**config.mk**
```make
export PLATFORM = sky130hd
export DESIGN_NAME = msth_ctrl
export DESIGN_NICKNAME = d
export VERILOG_FILES = /design/src/hw/rtl/msth_pkg.sv /design/src/hw/rtl/msth_ctrl.sv
export VERILOG_INCLUDE_DIRS = /design/src /design/src/hw/rtl
export SDC_FILE = /design/constraint.sdc
export NUM_CORES = 1
export LEC_CHECK = 0
export ABC_CLOCK_PERIOD_IN_PS = 2450
export BUFFER_PORTS_ARGS = -buffer_cell sky130_fd_sc_hd__buf_2
export CORE_MARGIN = 4
export CORE_UTILIZATION = 54
export DETAILED_ROUTE_END_ITERATION = 10
export HOLD_SLACK_MARGIN = 0.08
export PLACE_DENSITY = 0.88
export SLEW_MARGIN = 20
export SYNTH_ARGS = -nofsm -noshare
export SYNTH_HDL_FRONTEND = slang
export SYNTH_SLANG_ARGS = --single-unit
```
**constraint.sdc**
```tcl
create_clock -name clk -period 2.45 [get_ports clk]
set_input_delay 0.3675 -clock clk [delete_from_list [all_inputs] [get_ports clk]]
set_output_delay 0.3675 -clock clk [all_outputs]
set_load 0.1 [all_outputs]
```
**src/hw/rtl/mandelstam_st_histogram_defines.svh**
```systemverilog
// Assertion macros used by the RTL controller.
`ifndef MANDELSTAM_ST_HISTOGRAM_DEFINES_SVH
`define MANDELSTAM_ST_HISTOGRAM_DEFINES_SVH

// Same-cycle implication, disabled during reset.
`define MSTH_ASSERT_IMPL(label, clk, rst, ante, cons, msg) \
  label: assert property (@(posedge clk) disable iff (rst) (ante) |-> (cons)) \
    else $error(msg);

// Next-cycle implication, disabled during reset.
`define MSTH_ASSERT_NEXT(label, clk, rst, ante, cons, msg) \
  label: assert property (@(posedge clk) disable iff (rst) (ante) |=> (cons)) \
    else $error(msg);

`endif

```
**src/hw/rtl/msth_pkg.sv**
```systemverilog
package msth_pkg;

  localparam int S_BINS      = 5;
  localparam int T_BINS      = 10;
  localparam int COUNT_WIDTH = 32;
  localparam int NBINS       = S_BINS * T_BINS;
  localparam int ADDR_W      = (NBINS > 1) ? $clog2(NBINS) : 1;

  localparam int COMP_W      = 24;
  localparam int SUM_W       = 25;
  localparam int PROD_W      = 50;
  localparam int MAG_W       = 52;
  localparam int OUT_COUNT_W = 32;
  localparam int S_BIN_W     = 3;
  localparam int T_BIN_W     = 4;

  localparam logic [1:0] OP_LOAD_BEAM  = 2'd0;
  localparam logic [1:0] OP_LOAD_MESON = 2'd1;
  localparam logic [1:0] OP_EVENT      = 2'd2;
  localparam logic [1:0] OP_DUMP       = 2'd3;

  typedef logic signed [MAG_W-1:0] mag_t;
  typedef logic signed [COMP_W-1:0] comp_t;

  localparam mag_t S_EDGES [0:5] = '{
    52'sd21474836480, 52'sd42949672960, 52'sd64424509440,
    52'sd85899345920, 52'sd107374182400, 52'sd128849018880
  };

  localparam mag_t T_EDGES [0:10] = '{
    52'sd0, 52'sd429496730, 52'sd858993459, 52'sd1288490189,
    52'sd1717986918, 52'sd2147483648, 52'sd3006477107,
    52'sd4294967296, 52'sd6442450944, 52'sd8589934592,
    52'sd12884901888
  };

  typedef struct packed {
    logic [1:0]               opcode;
    logic signed [COMP_W-1:0] energy;
    logic signed [COMP_W-1:0] mom_x;
    logic signed [COMP_W-1:0] mom_y;
    logic signed [COMP_W-1:0] mom_z;
  } item_t;

  typedef struct packed {
    logic [OUT_COUNT_W-1:0] bin_count;
    logic [S_BIN_W-1:0]     s_bin;
    logic [T_BIN_W-1:0]     t_bin;
    logic                   last;
  } result_t;

  typedef struct packed {
    logic              load_beam;
    logic              load_meson;
    logic              load_baryon;
    logic              mul_en;
    logic [1:0]        mul_sel;
    logic              acc_en;
    logic              acc_first;
    logic              bin_en;
    logic              rd_en;
    logic              rd_dump;
    logic [ADDR_W-1:0] dump_addr;
    logic [S_BIN_W-1:0] s_bin;
    logic [T_BIN_W-1:0] t_bin;
    logic              last;
    logic              wr_en;
  } cmd_t;

endpackage

```
**src/hw/rtl/msth_ctrl.sv**
```systemverilog
`include "mandelstam_st_histogram_defines.svh"

module msth_ctrl (
  input  logic                clk,
  input  logic                rst,
  input  logic                start,
  input  logic [1:0]          opcode,
  output logic                busy,
  output msth_pkg::cmd_t      cmd
);

  localparam logic [2:0] IDLE  = 3'd0;
  localparam logic [2:0] MUL   = 3'd1;
  localparam logic [2:0] ACC   = 3'd2;
  localparam logic [2:0] BIN   = 3'd3;
  localparam logic [2:0] READ  = 3'd4;
  localparam logic [2:0] WRITE = 3'd5;
  localparam logic [2:0] DUMP  = 3'd6;

  logic [2:0]                    state;
  logic [1:0]                    k;
  logic [msth_pkg::S_BIN_W-1:0]  s_cnt;
  logic [msth_pkg::T_BIN_W-1:0]  t_cnt;
  logic                          accept;
  logic                          s_end;
  logic                          t_end;

  assign busy   = (state != IDLE);
  assign accept = start && !busy;
  assign s_end  = (s_cnt == msth_pkg::S_BIN_W'(msth_pkg::S_BINS - 1));
  assign t_end  = (t_cnt == msth_pkg::T_BIN_W'(msth_pkg::T_BINS - 1));

  always_ff @(posedge clk) begin
    if (rst) begin
      state <= IDLE;
      k     <= '0;
      s_cnt <= '0;
      t_cnt <= '0;
    end else begin
      case (state)
        IDLE: begin
          if (accept) begin
            case (opcode)
              msth_pkg::OP_EVENT: begin
                state <= MUL;
                k     <= '0;
              end
              msth_pkg::OP_DUMP: begin
                state <= DUMP;
                s_cnt <= '0;
                t_cnt <= '0;
              end
              default: ;
            endcase
          end
        end
        MUL: begin
          k <= k + 2'd1;
          if (k == 2'd3) state <= ACC;
        end
        ACC:   state <= BIN;
        BIN:   state <= READ;
        READ:  state <= WRITE;
        WRITE: state <= IDLE;
        DUMP: begin
          if (t_end) begin
            t_cnt <= '0;
            if (s_end) state <= IDLE;
            else s_cnt <= s_cnt + 1'b1;
          end else begin
            t_cnt <= t_cnt + 1'b1;
          end
        end
        default: state <= IDLE;
      endcase
    end
  end

  always_comb begin
    cmd             = '0;
    cmd.load_beam   = accept && (opcode == msth_pkg::OP_LOAD_BEAM);
    cmd.load_meson  = accept && (opcode == msth_pkg::OP_LOAD_MESON);
    cmd.load_baryon = accept && (opcode == msth_pkg::OP_EVENT);
    cmd.mul_en      = (state == MUL);
    cmd.mul_sel     = k;
    cmd.acc_en      = ((state == MUL) && (k != 2'd0)) || (state == ACC);
    cmd.acc_first   = (state == MUL) && (k == 2'd1);
    cmd.bin_en      = (state == BIN);
    cmd.rd_en       = (state == READ) || (state == DUMP);
    cmd.rd_dump     = (state == DUMP);
    cmd.dump_addr   = msth_pkg::ADDR_W'(s_cnt * msth_pkg::T_BINS + t_cnt);
    cmd.s_bin       = s_cnt;
    cmd.t_bin       = t_cnt;
    cmd.last        = s_end && t_end;
    cmd.wr_en       = (state == WRITE);
  end

  `MSTH_ASSERT_NEXT(a_event_starts_mul, clk, rst,
    accept && (opcode == msth_pkg::OP_EVENT), (state == MUL) && (k == 2'd0),
    "event transaction did not start the multiply sequence")
  `MSTH_ASSERT_NEXT(a_mul_ends_in_acc, clk, rst,
    (state == MUL) && (k == 2'd3), state == ACC,
    "multiply sequence did not end in accumulate")
  `MSTH_ASSERT_NEXT(a_dump_ends_idle, clk, rst,
    (state == DUMP) && s_end && t_end, state == IDLE,
    "dump did not return to idle after the final bin")

endmodule

```
==> metrics.csv <==
stage,metric,value,unit
floorplanning,IO Pins,32,
critical_path,CP required,2.08,ns
critical_path,crit path kind,reg2out,
power,sw power,243,uW
cts,"Reg clk slew, reported paths",0.09,ns
final_layout,post-layout util,76.8,%
critical_path,crit-path cells,ha_1 > ha_1 > a21oi_1 > nor2b_1 > xnor2_4 > buf_12,
final_layout,footprint of the multi-input gates,792,um^2
cts,CTS tree,yes,
synth,Mapped Area,1010,um^2
power,PD cells,430,nW/um^2
timing,fin. max-slew vios,0,
floorplanning,Die ar.,2620,um^2
drt,DRC viols,0,
synth,Compound-Gate Fraction of Synth Area,17.5,%
critical_path,"most used cell, CP",ha_1,
drt,WL/cell,13.7,um
synth,Synth Area in XOR/XNOR,3.47,%
final_layout,P&R area growth vs syn,32.9,%
placed_design,GPL Wtd Cong,0.813,
critical_path,Crit. End Element,output port,
global_routing,largest net degree at the start of global routing,17,
synth,proportion of synthesized area in mux cells,1.99,%
floorplanning,core area,1750,um^2
synth,syn_nets,141,
synth,ranking of synthesized cells by area,"dfxtp_1 24%, ha_1 16%, nand2_1 4.8%",
critical_path,"slowest stage cell, crit path",dfxtp_4,
power,Comb pwr share,36.0,%
timing,Final setup viols,0,
timing,Worst-Margin Slew,0.492,ns
timing,"Hold Vio Cnt, Final",0,
final_layout,fillers,132,
placed_design,HPWL Detailed,1900,um
floorplanning,die width,51.2,um
min_path,hold crit path type,in2reg,
power,sequential power share,36.3,%
cts,clk buf depth,2,
synth,top_reg_cell synth,dfxtp_1,
global_routing,first-pass GRT wire length,4100,um
cts,Root Buffer,clkbuf_4,
drt,drt via density,5.76,
status,status,"complete, no violations",
final_layout,Final nets,172,
power,Sw Share,42.1,%
critical_path,"Max FO, Critical Path",6,
global_routing,gr usage total,20.0,%
synth,Post-synth EDFFs,0,
global_routing,initial antenna violation count,0,
timing,final period utilization,96.7,%
synth,synth unique cells,44,
power,clock share of power,27.7,%
timing,min setup slack post-route,0.0802,ns
placed_design,pre-CTS worst setup slack,0.363,ns
critical_path,critical path's largest stage delay,0.36,ns
drt,First-pass DRT Iterations,4,
final_layout,FF+latch area,255,um^2
timing,Max-slew headroom,67.4,%
drt,final WL,2420,um
critical_path,CP Launch Type,flop,
final_layout,antenna cell count,0,
synth,syn avg cell area,8.27,um^2
cts,CTS Sinks,12,
synth,post-synthesis register bit count,12,
power,leakage power,0.000686,uW
global_routing,vias in the first global route,977,
timing,Tmin final,2.37,ns
synth,fraction of registers with async set/reset,0,%
final_layout,share of cells above drive strength 1,36.8,%
synth,top cell type's share of synthesized area,23.8,%
job,maximum capacitance violations,0,
synth,most frequent cells after synthesis,"13 x ha_1, 13 x nand2_1, 12 x dfxtp_1",
floorplanning,row count,15,
placed_design,I/O Buffers,31,
synth,Synth Area in Adders,18.1,%
timing,Peak Freq,422,MHz
synth,synthesized instance count,122,
synth,post-synthesis sequential area ratio,23.8,%
drt,Initial DRC Count,17,
floorplanning,Die Y,51.2,um
synth,leading area contributor after synthesis,dfxtp_1,
cts,H-Tree Depth,1,
floorplanning,Initial Util,57.8,%
timing,RSZ-0062 raised after global routing,no,
drt,"antenna viol nets, final",0,
synth,main combinational cell family by area after synthesis,simple AND/OR/NAND/NOR gates,
cts,Clock Latency Late Sink,0.28,ns
drt,vias,1020,
power,Cell Int Power,334,uW
cts,CTS Buf Count,3,
synth,Synth Warn #,0,
power,peak supply drop,0.379,mV
critical_path,arrival time at the worst endpoint,2.00,ns
timing,Worst Skew,0.0147,ns
synth,Post-Synth Simple-Gate Area,28.0,%
cts,Post-CTS Setup Repair Bufs,0,
global_routing,Overflow after GRT,0,
-- kinds of logic (layout without fill, tap and decap cells) --
logic type      count (synthesis)  after routing
compound gates                 25             25
xor+xnor                        4              4
fa+ha+maj                      14             14
buf+inv                        14             44
flops                          12             12
mux                             2              2
simple gates                   51             51
-- routing by layer --
metal	wire, um	up-vias	track usage [%]
met5	0	-	0
met4	36	0	7.86
met3	177	6	3.21
met2	1200	42	35.0
met1	1010	474	24.3
li1	-	498	-
-- power by group through the flow --
stage          clock, uW  sequential [uW]  combinational [uW]
2_1_floorplan          0              228                 164
3_3_place_gp           0              213                 205
6_report             160              209                 208
4_1_cts              161              209                 208
3_5_place_dp           0              214                 208
5_1_grt              172              210                 222
-- timing repair --
item / in CTS / in global routing
resized for setup: 0 / 1
setup endpoints to repair: 0 / 1
hold buffers: 0 / 0
-- final cells by class --
| class | count | share of cell area, % |
|---|---|---|
| multi-input cells | 96 | 59.1 |
| flip-flops and latches | 12 | 19.0 |
| repair buffers | 32 | 14.4 |
| well taps | 25 | 2.33 |
| inverters | 8 | 2.43 |
| clock buffers | 4 | 2.71 |
-- worst paths after layout --
path / slack [ns] / end / cells after the start / startpoint
min: 0.41 / state[0] / 2 / rst
max: 0.08 / cmd[14] / 6 / s_cnt[0]
min reg2reg: 0.53 / s_cnt[2] / 2 / s_cnt[2]
max reg2reg: 0.76 / s_cnt[0] / 5 / t_cnt[0]
-- stage by stage --
step / total power (uW) / TNS (ns) / hold WS (ns) / instances / instance area [um^2]
3_5_place_dp: 421 / 0 / 0.513 / 173 / 1300
3_3_place_gp: 418 / 0 / 0.502 / 173 / 1300
6_report: 577 / 0 / 0.409 / 177 / 1340
4_1_cts: 579 / 0 / 0.415 / 177 / 1340
5_1_grt: 604 / 0 / 0.444 / 177 / 1340
2_1_floorplan: 391 / -0.481 / 0.540 / 122 / 1120
-- flip-flops by register name, indices dropped and copies added (netlist names) --
register  cells
t_cnt         4
s_cnt         3
state         3
k             2
-- cell usage in the layout, fill, tap and decap left out, types with 3 or more instances in the layout --
cell type | netlist | final
a21oi_1 | 5 | 5
buf_2 | 1 | 29
clkbuf_4 | 0 | 3
dfxtp_1 | 12 | 6
dfxtp_2 | 0 | 3
dfxtp_4 | 0 | 3
ha_1 | 13 | 13
inv_1 | 7 | 7
nand2_1 | 13 | 13
nand3_1 | 5 | 5
nor2_1 | 10 | 8
nor3_1 | 4 | 3
o21ai_0 | 4 | 4
or3_1 | 3 | 3
-- critical path, delay by kind of cell, from the launching register on --
family / cells / cell delay, ns
flip-flops: 1 / 0.36
AND/OR/NAND/NOR: 1 / 0.32
adder cells (fa/ha/maj): 2 / 0.62
buffers and inverters: 1 / 0.19
AO/OA/AOI/OAI: 1 / 0.07
XOR/XNOR: 1 / 0.17
Power figures use the tool's default switching activity.
